**src/hdl/eopp_pkg.sv**
```systemverilog
// ----------------------------------------------------------------------------
// eopp_pkg: shared types and constants for the exotic option path payoff unit
// Holds the transaction structs, option kinds, register indexes and widths.
// ----------------------------------------------------------------------------
package eopp_pkg;

  // Longest path whose samples still enter the sum and the count.
  localparam int MaxSteps = 4096;
  localparam int PriceW   = 32;
  localparam int SumW     = PriceW + $clog2(MaxSteps);
  localparam int CntW     = $clog2(MaxSteps + 1);
  localparam int KindW    = 3;
  localparam int CfgIdxW  = 2;

  typedef enum logic [KindW-1:0] {
    KIND_ASIAN_CALL = 3'd0,
    KIND_ASIAN_PUT  = 3'd1,
    KIND_DOWN_OUT   = 3'd2,
    KIND_UP_OUT     = 3'd3,
    KIND_LB_CALL    = 3'd4,
    KIND_LB_PUT     = 3'd5
  } kind_e;

  typedef enum logic [CfgIdxW-1:0] {
    CFG_OPTION_KIND = 2'd0,
    CFG_STRIKE      = 2'd1,
    CFG_BARRIER     = 2'd2
  } cfg_idx_e;

  typedef struct packed {
    logic [PriceW-1:0] price;
    logic              path_first;
    logic              path_last;
  } in_t;

  typedef struct packed {
    logic [PriceW-1:0] payoff;
    logic              knocked_out;
    logic              bad_path;
  } out_t;

endpackage

```
**src/hdl/eopp_div.sv**
```systemverilog
// ----------------------------------------------------------------------------
// eopp_div: restoring divider for the path average
// Produces one quotient bit per cycle; pulses done when the quotient is ready.
// ----------------------------------------------------------------------------
module eopp_div (
  input  logic                         clk_i,
  input  logic                         rst_ni,
  input  logic                         start_i,
  input  logic [eopp_pkg::SumW-1:0]    dividend_i,
  input  logic [eopp_pkg::CntW-1:0]    divisor_i,
  output logic                         done_o,
  output logic [eopp_pkg::PriceW-1:0]  quotient_o
);
  import eopp_pkg::*;

  localparam int IterW = $clog2(SumW + 1);

  logic [SumW-1:0]  quo_q, quo_d;
  logic [CntW-1:0]  rem_q, rem_d;
  logic [CntW-1:0]  dsr_q, dsr_d;
  logic [IterW-1:0] iter_q, iter_d;
  logic             busy_q, busy_d;
  logic             done_q, done_d;
  logic [CntW:0]    trial;
  logic [CntW:0]    trial_diff;
  logic             fits;

  // Shift the next dividend bit into the partial remainder and try a subtract.
  assign trial      = {rem_q, quo_q[SumW-1]};
  assign trial_diff = trial - {1'b0, dsr_q};
  assign fits       = (trial >= {1'b0, dsr_q});

  always_comb begin
    quo_d  = quo_q;
    rem_d  = rem_q;
    dsr_d  = dsr_q;
    iter_d = iter_q;
    busy_d = busy_q;
    done_d = 1'b0;
    if (start_i) begin
      quo_d  = dividend_i;
      rem_d  = '0;
      dsr_d  = divisor_i;
      iter_d = IterW'(SumW);
      busy_d = 1'b1;
    end else if (busy_q) begin
      quo_d  = {quo_q[SumW-2:0], fits};
      rem_d  = fits ? trial_diff[CntW-1:0] : trial[CntW-1:0];
      iter_d = iter_q - 1'b1;
      if (iter_q == IterW'(1)) begin
        busy_d = 1'b0;
        done_d = 1'b1;
      end
    end
  end

  always_ff @(posedge clk_i or negedge rst_ni) begin
    if (!rst_ni) begin
      iter_q <= '0;
      busy_q <= 1'b0;
      done_q <= 1'b0;
    end else begin
      iter_q <= iter_d;
      busy_q <= busy_d;
      done_q <= done_d;
    end
  end

  always_ff @(posedge clk_i) begin
    quo_q <= quo_d;
    rem_q <= rem_d;
    dsr_q <= dsr_d;
  end

  // The average never exceeds the largest sample, so the low bits hold it.
  assign done_o     = done_q;
  assign quotient_o = quo_q[PriceW-1:0];

endmodule

```
**src/hdl/exotic_option_path_payoff_unit.sv**
```systemverilog
// ----------------------------------------------------------------------------
// exotic_option_path_payoff_unit: per-path payoff for Monte Carlo option pricing
// Tracks sum, count, extremes and knock-out of one price path and emits the
// payoff of the configured exotic option kind when the path ends.
// ----------------------------------------------------------------------------
// Throughput: samples that do not end a path stream back to back at one per
// cycle while the unit is idle.
// A path-ending sample passes through CALC, then DIV for the Asian kinds when
// the count is not zero, where the bit-serial divider forms the average, and
// then DONE; no input transaction is taken meanwhile.
// Asynchronous active-low reset clears control, config and path state at once.
module exotic_option_path_payoff_unit (
  input  logic                          clk_i,
  input  logic                          rst_ni,
  input  logic                          cfg_we_i,
  input  logic [eopp_pkg::CfgIdxW-1:0]  cfg_idx_i,
  input  logic [eopp_pkg::PriceW-1:0]   cfg_wdata_i,
  input  logic                          in_valid_i,
  output logic                          in_stall_o,
  input  eopp_pkg::in_t                 in_i,
  output logic                          out_valid_o,
  input  logic                          out_stall_i,
  output eopp_pkg::out_t                out_o
);
  import eopp_pkg::*;

  // Sequencer states. IDLE takes samples; CALC decides whether the average is
  // needed; DIV waits for the divider; DONE forms the payoff and hands it to
  // the output register as soon as that register is free.
  typedef enum logic [3:0] {
    ST_IDLE = 4'b0001,
    ST_CALC = 4'b0010,
    ST_DIV  = 4'b0100,
    ST_DONE = 4'b1000
  } state_e;

  state_e state_q, state_d;

  // Configuration registers.
  kind_e             kind_q;
  logic [PriceW-1:0] strike_q;
  logic [PriceW-1:0] barrier_q;

  // Path state.
  logic [SumW-1:0]   sum_q, sum_d;
  logic [CntW-1:0]   cnt_q, cnt_d;
  logic [PriceW-1:0] min_q, min_d;
  logic [PriceW-1:0] max_q, max_d;
  logic              knock_q, knock_d;
  logic [PriceW-1:0] last_price_q;

  // Output register.
  logic              out_valid_q, out_valid_d;
  out_t              out_q;

  logic              in_accept;
  logic              hits;
  logic              clear_path;
  logic              out_free;
  logic              out_load;
  logic              div_start;
  logic              div_done;
  logic [PriceW-1:0] avg;
  logic [PriceW-1:0] op_a;
  logic [PriceW-1:0] op_b;
  logic [PriceW:0]   diff;
  logic [PriceW-1:0] pay;
  logic              is_asian;
  logic              knocked;

  assign in_accept = in_valid_i && !in_stall_o;
  assign in_stall_o = (state_q != ST_IDLE);

  // Configuration writes. Host must write only while unit is idle; unenforced.
  always_ff @(posedge clk_i or negedge rst_ni) begin
    if (!rst_ni) begin
      kind_q    <= KIND_ASIAN_CALL;
      strike_q  <= '0;
      barrier_q <= '0;
    end else if (cfg_we_i) begin
      unique case (cfg_idx_i)
        CFG_OPTION_KIND: kind_q    <= kind_e'(cfg_wdata_i[KindW-1:0]);
        CFG_STRIKE:      strike_q  <= cfg_wdata_i;
        CFG_BARRIER:     barrier_q <= cfg_wdata_i;
        default: ;
      endcase
    end
  end

  // The barrier test uses the option kind in force when the sample arrives.
  assign hits = ((kind_q == KIND_DOWN_OUT) && (in_i.price <= barrier_q)) ||
                ((kind_q == KIND_UP_OUT)   && (in_i.price >= barrier_q));

  // Path state update. A loaded result clears it all. A path start reloads the
  // extremes from its own sample and empties the sum; later samples accumulate
  // until the count saturates at the step limit, while extremes and knock flag track.
  always_comb begin
    sum_d   = sum_q;
    cnt_d   = cnt_q;
    min_d   = min_q;
    max_d   = max_q;
    knock_d = knock_q;
    if (clear_path) begin
      sum_d   = '0;
      cnt_d   = '0;
      min_d   = '1;
      max_d   = '0;
      knock_d = 1'b0;
    end else if (in_accept) begin
      if (in_i.path_first) begin
        sum_d   = '0;
        cnt_d   = '0;
        min_d   = in_i.price;
        max_d   = in_i.price;
        knock_d = hits;
      end else begin
        if (cnt_q < CntW'(MaxSteps)) begin
          sum_d = sum_q + SumW'(in_i.price);
          cnt_d = cnt_q + 1'b1;
        end
        if (in_i.price < min_q) min_d = in_i.price;
        if (in_i.price > max_q) max_d = in_i.price;
        if (hits) knock_d = 1'b1;
      end
    end
  end

  always_ff @(posedge clk_i or negedge rst_ni) begin
    if (!rst_ni) begin
      sum_q   <= '0;
      cnt_q   <= '0;
      min_q   <= '1;
      max_q   <= '0;
      knock_q <= 1'b0;
    end else begin
      sum_q   <= sum_d;
      cnt_q   <= cnt_d;
      min_q   <= min_d;
      max_q   <= max_d;
      knock_q <= knock_d;
    end
  end

  // The final sample itself is needed for the barrier and lookback payoffs.
  always_ff @(posedge clk_i) begin
    if (in_accept) last_price_q <= in_i.price;
  end

  assign is_asian = (kind_q == KIND_ASIAN_CALL) || (kind_q == KIND_ASIAN_PUT);

  // Sequencer.
  always_comb begin
    state_d   = state_q;
    div_start = 1'b0;
    unique case (state_q)
      ST_IDLE: begin
        if (in_accept && in_i.path_last) state_d = ST_CALC;
      end
      ST_CALC: begin
        if (is_asian && (cnt_q != '0)) begin
          div_start = 1'b1;
          state_d   = ST_DIV;
        end else begin
          state_d = ST_DONE;
        end
      end
      ST_DIV: begin
        if (div_done) state_d = ST_DONE;
      end
      ST_DONE: begin
        if (out_free) state_d = ST_IDLE;
      end
      default: state_d = ST_IDLE;
    endcase
  end

  always_ff @(posedge clk_i or negedge rst_ni) begin
    if (!rst_ni) begin
      state_q <= ST_IDLE;
    end else begin
      state_q <= state_d;
    end
  end

  eopp_div u_div (
    .clk_i      (clk_i),
    .rst_ni     (rst_ni),
    .start_i    (div_start),
    .dividend_i (sum_q),
    .divisor_i  (cnt_q),
    .done_o     (div_done),
    .quotient_o (avg)
  );

  // Payoff: pick the two operands for the kind, then one clamped subtract.
  always_comb begin
    case (kind_q)
      KIND_ASIAN_CALL: begin
        op_a = avg;
        op_b = strike_q;
      end
      KIND_ASIAN_PUT: begin
        op_a = strike_q;
        op_b = avg;
      end
      KIND_DOWN_OUT, KIND_UP_OUT: begin
        op_a = last_price_q;
        op_b = strike_q;
      end
      KIND_LB_CALL: begin
        op_a = last_price_q;
        op_b = min_q;
      end
      KIND_LB_PUT: begin
        op_a = max_q;
        op_b = last_price_q;
      end
      default: begin
        op_a = '0;
        op_b = '0;
      end
    endcase
  end

  assign diff = {1'b0, op_a} - {1'b0, op_b};

  // Unused kinds never report a knock-out.
  assign knocked = knock_q && (kind_q <= KIND_LB_PUT);

  always_comb begin
    pay = diff[PriceW] ? '0 : diff[PriceW-1:0];
    // A path with no sample after its start pays nothing, whatever the kind.
    if (cnt_q == '0) pay = '0;
    if (knocked && ((kind_q == KIND_DOWN_OUT) || (kind_q == KIND_UP_OUT))) pay = '0;
  end

  // Output register: a finished transaction may wait here while the next path
  // streams in; a new result only waits in DONE if the previous one is unread.
  assign out_free   = !out_valid_q || !out_stall_i;
  assign out_load   = (state_q == ST_DONE) && out_free;
  assign clear_path = out_load;

  always_comb begin
    out_valid_d = out_valid_q;
    if (out_load) begin
      out_valid_d = 1'b1;
    end else if (out_valid_q && !out_stall_i) begin
      out_valid_d = 1'b0;
    end
  end

  always_ff @(posedge clk_i or negedge rst_ni) begin
    if (!rst_ni) begin
      out_valid_q <= 1'b0;
    end else begin
      out_valid_q <= out_valid_d;
    end
  end

  always_ff @(posedge clk_i) begin
    if (out_load) begin
      out_q.payoff      <= pay;
      out_q.knocked_out <= knocked;
      out_q.bad_path    <= (cnt_q == '0);
    end
  end

  assign out_valid_o = out_valid_q;
  assign out_o       = out_q;

endmodule

```
**config.mk**
```make
export PLATFORM = sky130hd
export DESIGN_NAME = exotic_option_path_payoff_unit
export DESIGN_NICKNAME = d
export VERILOG_FILES = /design/src/hdl/eopp_pkg.sv /design/src/hdl/eopp_div.sv /design/src/hdl/exotic_option_path_payoff_unit.sv
export SDC_FILE = /design/constraint.sdc
export NUM_CORES = 1
export LEC_CHECK = 0
export BUFFER_PORTS_ARGS = -buffer_cell sky130_fd_sc_hd__clkbuf_2
export CELL_PAD_IN_SITES_DETAIL_PLACEMENT = 0
export CELL_PAD_IN_SITES_GLOBAL_PLACEMENT = 1
export CORE_UTILIZATION = 45
export DETAILED_ROUTE_END_ITERATION = 6
export GPL_ROUTABILITY_DRIVEN = 0
export PLACE_DENSITY_LB_ADDON = 0.1
export SYNTH_ARGS = -nofsm -noshare
export SYNTH_HDL_FRONTEND = slang
export SYNTH_HIERARCHICAL = 1
export SYNTH_SLANG_ARGS = --single-unit
```
**constraint.sdc**
```tcl
create_clock -name clk_i -period 6.4 [get_ports clk_i]
set_input_delay 1.92 -clock clk_i [delete_from_list [all_inputs] [get_ports clk_i]]
set_output_delay 1.92 -clock clk_i [all_outputs]
set_load 0.02 [all_outputs]
```
# After elaboration in Yosys (flattened, before gate mapping)

Cells that the tools add are included.

Add/subtract/negate cells: 5
Magnitude comparators: 7
Equal/unequal tests: 16
Muxes and demuxes: 42
Reduce and logical (&&, ||, !) cells: 38

Operators by type and width:

| cell                                                            | number |
|---|---|
| 44-bit two-way mux                                              | 6 |
| 32-bit two-way mux                                              | 8 |
| 32-bit case mux with 4 select lines                             | 2 |
| 13-bit two-way mux                                              | 5 |
| 44-bit by 32-bit adder with 44-bit output                       | 1 |
| 32-bit by 32-bit subtractor with 33-bit output                  | 1 |
| 32-bit >= comparator                                            | 1 |
| 32-bit greater-than comparator                                  | 1 |
| 32-bit less-or-equal comparator                                 | 1 |
| 32-bit less-than comparator                                     | 1 |
| 4-bit two-way mux                                               | 4 |
| 4-bit case mux with 4 select lines                              | 1 |
| 14-bit by 13-bit >= comparator with 1-bit output                | 1 |
| 1-bit two-way mux                                               | 14 |
| 2-bit AND reduction                                             | 7 |
| 13-bit by 1-bit adder with 13-bit output, second input constant | 1 |
| 13-bit zero test                                                | 1 |
| 13-bit less-than comparator, second input constant              | 1 |
| 13-bit nonzero test                                             | 1 |
| 13-bit subtractor                                               | 1 |
| 6-bit two-way mux                                               | 2 |
| 3-bit nonzero test                                              | 4 |
| 1-bit logical AND                                               | 9 |
| 3-bit OR reduction                                              | 3 |
| other kinds (21)                                                | 31 |

Register bits: 338
Bits of input ports: 73
Output and inout port bits: 36
Logic and storage cells: 128

# Longest topological paths before layout

Word-level depth: 7
Mapped depth: 18
Gate-level depth less buffers: 16

# Hierarchy

Netlist, hierarchy kept.

Modules (own cells, without submodules):

| module                         | instances | cells an instance | area an instance (um2) | sequential area each (um2) |
|---|---|---|---|---|
| exotic_option_path_payoff_unit | 1         | 1650              | 17294.1                | 6877.8 |
| eopp_div                       | 1         | 347               | 4236.6                 | 2172.1 |

# Worst setup path before layout

Ideal clock, no wire load.

Path kind: flip-flop to flip-flop
From: register kind_q[0]
To: register out_q, in the netlist out_o[13], data pin
Library setup time: 260 ps
Data arrival time: 4465 ps
Data required time: 6140 ps
Path slack: 1675 ps
Cell stages (with the launch flop): 18
Buffers on the path: 3
Period minus slack after synthesis: 4725 ps
Cell sequence: dfrtp_1 > clkbuf_1 > clkbuf_1 > mux4_2 > a22oi_1 > ha_1 > inv_1 > fa_1 > a211oi_1 > o211ai_1 > nand4_1 > o31ai_1 > a41oi_2 > o21ai_2 > a221o_2 > a21oi_2 > buf_2 > nor3_1

Word-level cells in the longest chain between the ends: 5
Elaborated cells between the ends (all ways): 16
Those cells by class: add/sub (1); order compare (1); eq/ne (5); mux (2); reduce/logical (7)

Ends and longest elaborated chain:

| item                                                                   | RTL line                                                                     | RTL |
|---|---|---|
| start: declaration                                                     | exotic_option_path_payoff_unit.sv:40                                         | `kind_e kind_q;` |
| start signal: assignment                                               | exotic_option_path_payoff_unit.sv:82                                         | `CFG_OPTION_KIND: kind_q <= kind_e'(cfg_wdata_i[KindW-1:0]);` |
| 3-bit by 2-bit == test with 1-bit output, or another cell as far along | exotic_option_path_payoff_unit.sv:197, exotic_option_path_payoff_unit.sv:234 |  |
| 3-bit OR reduction (no source line)                                    | -                                                                            |  |
| 32-bit case mux with 4 select lines                                    | exotic_option_path_payoff_unit.sv:197                                        | `case (kind_q)` |
| 32-bit by 32-bit subtractor with 33-bit output                         | exotic_option_path_payoff_unit.sv:225                                        | `assign diff = {1'b0, op_a} - {1'b0, op_b};` |
| 3-bit OR reduction (no source line)                                    | -                                                                            |  |
| end: declaration                                                       | exotic_option_path_payoff_unit.sv:54                                         | `out_t out_q;` |

Several ways; a longest one is shown, not always the timed one.
A chain may end at the register's enable or synchronous reset.

# Final worst setup path

From: register kind_q[0]
To: register out_q, in the netlist out_o[15], data pin

The elaborated chain is that of the path after synthesis.

==> key figures <==
Detailed routing
  • Routed wire length per instance: 22.1 µm
  • Drt pass-1 iters: 7
  • Detailed Route WL: approximately 59000 µm
  • Number of antenna-violating nets in the routed design: 0
  • Vias: 15900
  • Starting DRT DRC Count: about 960
  • Drt via density: between 5 and 6
  • Remaining DRCs: 4

Timing
  • Max-slew violation count: 0
  • Hold Vio Cnt, Final: 0
  • Rel. slew slack: between 15 and 20%
  • Final TNS setup: 0 ns
  • Fin crit share: slightly below 80%
  • Maximum clock rate: 197 MHz
  • Worst Max-Slew Pin Slew: 1.23 ns
  • Layout Skew: 0.0137 ns
  • RSZ-0062 raised after global routing: false
  • Setup violators final: 0
  • Clock period minus worst slack: just over 5 ns

Global routing
  • GR Overflow Total: 0
  • Global-route wire length before repair: around 93000 µm
  • Initial antenna violation count: 0
  • Pin count of the biggest net entering global routing: 130
  • Overall Global Routing Usage: between 20% and 30%
  • Vias in the first global route: around 16000

Worst setup path
  • Worst Path Arrival: between 5 and 6 ns
  • CP Launch Type: flip-flop
  • Reg2Reg Launch Point: kind_q[0]$_DFFE_PN0P_
  • WS Path Type: flip-flop to flip-flop
  • CP Capture Type: flip-flop
  • Crit-path max FO: 32
  • FF-to-FF path depth: 14
  • Reg2reg end: out_o[15]$_SDFFCE_PP0P_
  • Worst Path Required: 6.69 ns
  • Worst setup path endpoint: out_o[15]$_SDFFCE_PP0P_
  • Crit. Startpoint: kind_q[0]$_DFFE_PN0P_
  • Reg2Reg Setup Slack: 1.32 ns

Logic synthesis
  • Cells after Synth: 1997
  • Yosys Warn Count: 6
  • Sequential area share after synthesis: between 40 and 50%
  • Async set-reset flop share out of synthesis: ~60%
  • Post-synth net total: between 2000 and 2500
  • #FFs+latches synth: roughly 340
  • Mapped Area: approximately 0.022 mm²
  • Post-synth EDFFs: ~120
  • Primary FF master, synth: dfrtp_1
  • Avg Cell Area, Syn: 10.8 µm²
  • Synth cell types: 85

Job
  • Maximum Capacitance Violations: 0

Die
  • Die W: between 200 and 250 µm
  • Cell Rows: 79
  • Die Y: between 200 and 250 µm
  • Num ports: about 110
  • Initial Utilization: between 40 and 50%
  • Area of the die: between 0.04 and 0.05 mm²
  • Floorplan Core Area: 0.0469 mm²

Placed design
  • IO Port Bufs: 108
  • DP Cell Count: 2621
  • Dpl hpwl: 42900 µm

Finish
  • Layout Area Growth over Synthesis: 10.6%
  • Fin cells: between 2000 and 3000
  • Multi-input gate area: ~0.011 mm²
  • Layout cells sized above 1: between 20% and 30%
  • Util after Layout: about half
  • Net count, final: about 2300
  • # fillers: around 4300
  • Ant. Diodes: 0
  • FF+latch area: 0.00905 mm²

CTS
  • Clock root buffer: clkbuf_16
  • TritonCTS clock tree: yes
  • Post-CTS Hold Fix Bufs: 0
  • CTS Sinks: approximately 340
  • CTS Buf Count: slightly above 40
  • Worst-Skew Late Latency: around 0.57 ns
  • Clock buffer depth: 3
  • Number of buffers added for setup after CTS: 0
  • H-Tree Depth: 2
  • Clock Pin Slew Worst Setup and Hold Paths: roughly 0.060 ns
  • Post-CTS sizing: 0

Power and ir drop
  • LEAKAGE: 10.7 nW
  • Max VDD drop: 0.198 mV
  • PwrDens: roughly 470 mW/mm²

Outcome
  • Outcome: complete, but fails checks
  • Failing checks: design-rule violations

Worst hold path
  • Hold WC Path Type: flip-flop to flip-flop
==> where the power goes <==
| group | internal (mW) | total (mW) | switching, mW | leakage, nW |
|---|---|---|---|---|
| sequential | 3.00 | 3.49 | 0.488 | 3.70 |
| combinational | 2.24 | 5.25 | 3.01 | 6.33 |
| clock | 1.46 | 2.41 | 0.948 | 0.674 |
==> final cells by class <==
cell class / count / share of cell area [%]
Clock buffer: 53 / 4.66
Clock inverter: 20 / 1.03
Sequential cell: 338 / 38.0
Timing Repair Buffer: 132 / 3.12
Inverter: 136 / 2.14
Tap cell: 607 / 3.19
Multi-Input combinational cell: 1408 / 47.9
==> stage by stage <==
step,area [µm²],power (mW),worst slack (ns),hold slack [ns]
3_3_place_gp,22500,8.66,1.34,0.468
4_1_cts,23800,11.2,1.32,0.488
3_5_place_dp,22500,8.74,1.33,0.473
6_report,23800,11.1,1.32,0.488
2_1_floorplan,21500,7.39,1.68,0.423
5_1_grt,23800,11.9,1.00,0.513
==> flip-flops by register name (all words and copies together), names as in the netlist, 32 cells and up <==
name / count
sum_q: 44
u_div/quo_q: 44
out_o: 34
barrier_q: 32
last_price_q: 32
max_q: 32
min_q: 32
strike_q: 32
==> cell usage after synthesis, drive strengths merged (8+ instances only) <==
library cell  instances  area share (%)
xnor2                39             1.6
dfrtp               169              20
a31oi                10            0.29
a21o                 61             2.1
xor2                 47             1.9
edfxtp              123              17
a22o                 86             3.5
and3                 10            0.29
nor2b                15            0.44
dfstp                33             4.0
nand2                96             1.7
nand4                37             1.1
o21ai                70             1.6
nor2                154             2.7
nor3                 19            0.44
mux4                 32             3.3
o21a                  9            0.31
and2                  8            0.23
or3                   8            0.23
a311oi                8            0.50
a21oi               103             2.5
o31ai                14            0.49
and4                  8            0.35
ha                  176              10
mux2i                66             3.1
buf                  57             1.9
nand3                28            0.65
nand2b               51             1.5
a221oi               36             1.5
mux2                112             5.9
a211oi               18            0.67
inv                 136             2.4
dfxtp                13             1.2
clkbuf               58             1.0
==> layer usage <==
metal / vias to the layer above / wire length [µm] / global-route usage, % / part of all wire, %
li1: 7473 / - / - / -
met1: 7954 / 27300 / 33.8 / 46
met2: 348 / 28000 / 40.8 / 47
met3: 93 / 2330 / 2.80 / 3.9
met4: 0 / 1860 / 9.06 / 3.1
met5: - / 0 / 0 / 0
==> worst max-delay path, cell delays in order (launching register included) <==
cell and delay, ns:
dfrtp_2 0.51, buf_4 0.53, mux4_2 0.58, a22o_1 0.23, fa_1 0.48, a211oi_1 0.31
o211ai_1 0.20, nand4_1 0.22, o31ai_1 0.21, a41oi_2 0.43, o21ai_2 0.11, a221o_2 0.40
a21oi_2 0.13, buf_4 0.34, nor3_1 0.11
==> worst min path at each step <==
| stage | startpoint | to | slack [ns] | cells after the start |
|---|---|---|---|---|
| finish | u_div/rem_q[8]$_SDFFE_PP0P_ | u_div/rem_q[8]$_SDFFE_PP0P_ | 0.49 | 2 |
| global route | min_q[0]$_DFFE_PN1P_ | min_q[0]$_DFFE_PN1P_ | 0.51 | 2 |
| CTS | u_div/rem_q[8]$_SDFFE_PP0P_ | u_div/rem_q[8]$_SDFFE_PP0P_ | 0.49 | 2 |
| global placement | u_div/rem_q[8]$_SDFFE_PP0P_ | u_div/rem_q[8]$_SDFFE_PP0P_ | 0.47 | 2 |
| floorplan | cnt_q[2]$_DFFE_PN0P_ | u_div/dsr_q[2]$_DFFE_PP_ | 0.42 | 0 |
| detailed placement | u_div/rem_q[8]$_SDFFE_PP0P_ | u_div/rem_q[8]$_SDFFE_PP0P_ | 0.47 | 2 |
==> cells in the final DEF (no fill, tap or decap), types with 47 or more instances in the layout <==
cell type  instances
clkbuf_2         107
dfrtp_1          168
edfxtp_1         123
a22o_1            86
a21oi_1           97
mux2_2           112
inv_1            134
nor2_1           152
mux2i_1           66
ha_1             176
xor2_1            47
nand2_1           90
o21ai_0           69
a21o_1            60
nand2b_1          51
==> logic make-up (layout without fill, tap and decap cells) <==
logic type | after synthesis | after routing | synth area share, %
AOI/OAI and AO/OA | 473 | 473 | 15.8
xor gates and xnor gates | 86 | 86 | 3.50
adders and majority gates | 179 | 179 | 10.5
buffers and inverters | 251 | 341 | 5.28
DFF | 338 | 338 | 42.0
muxes | 210 | 210 | 12.3
and+or+nand+nor | 460 | 460 | 10.6
Power figures use the tool's default switching activity.
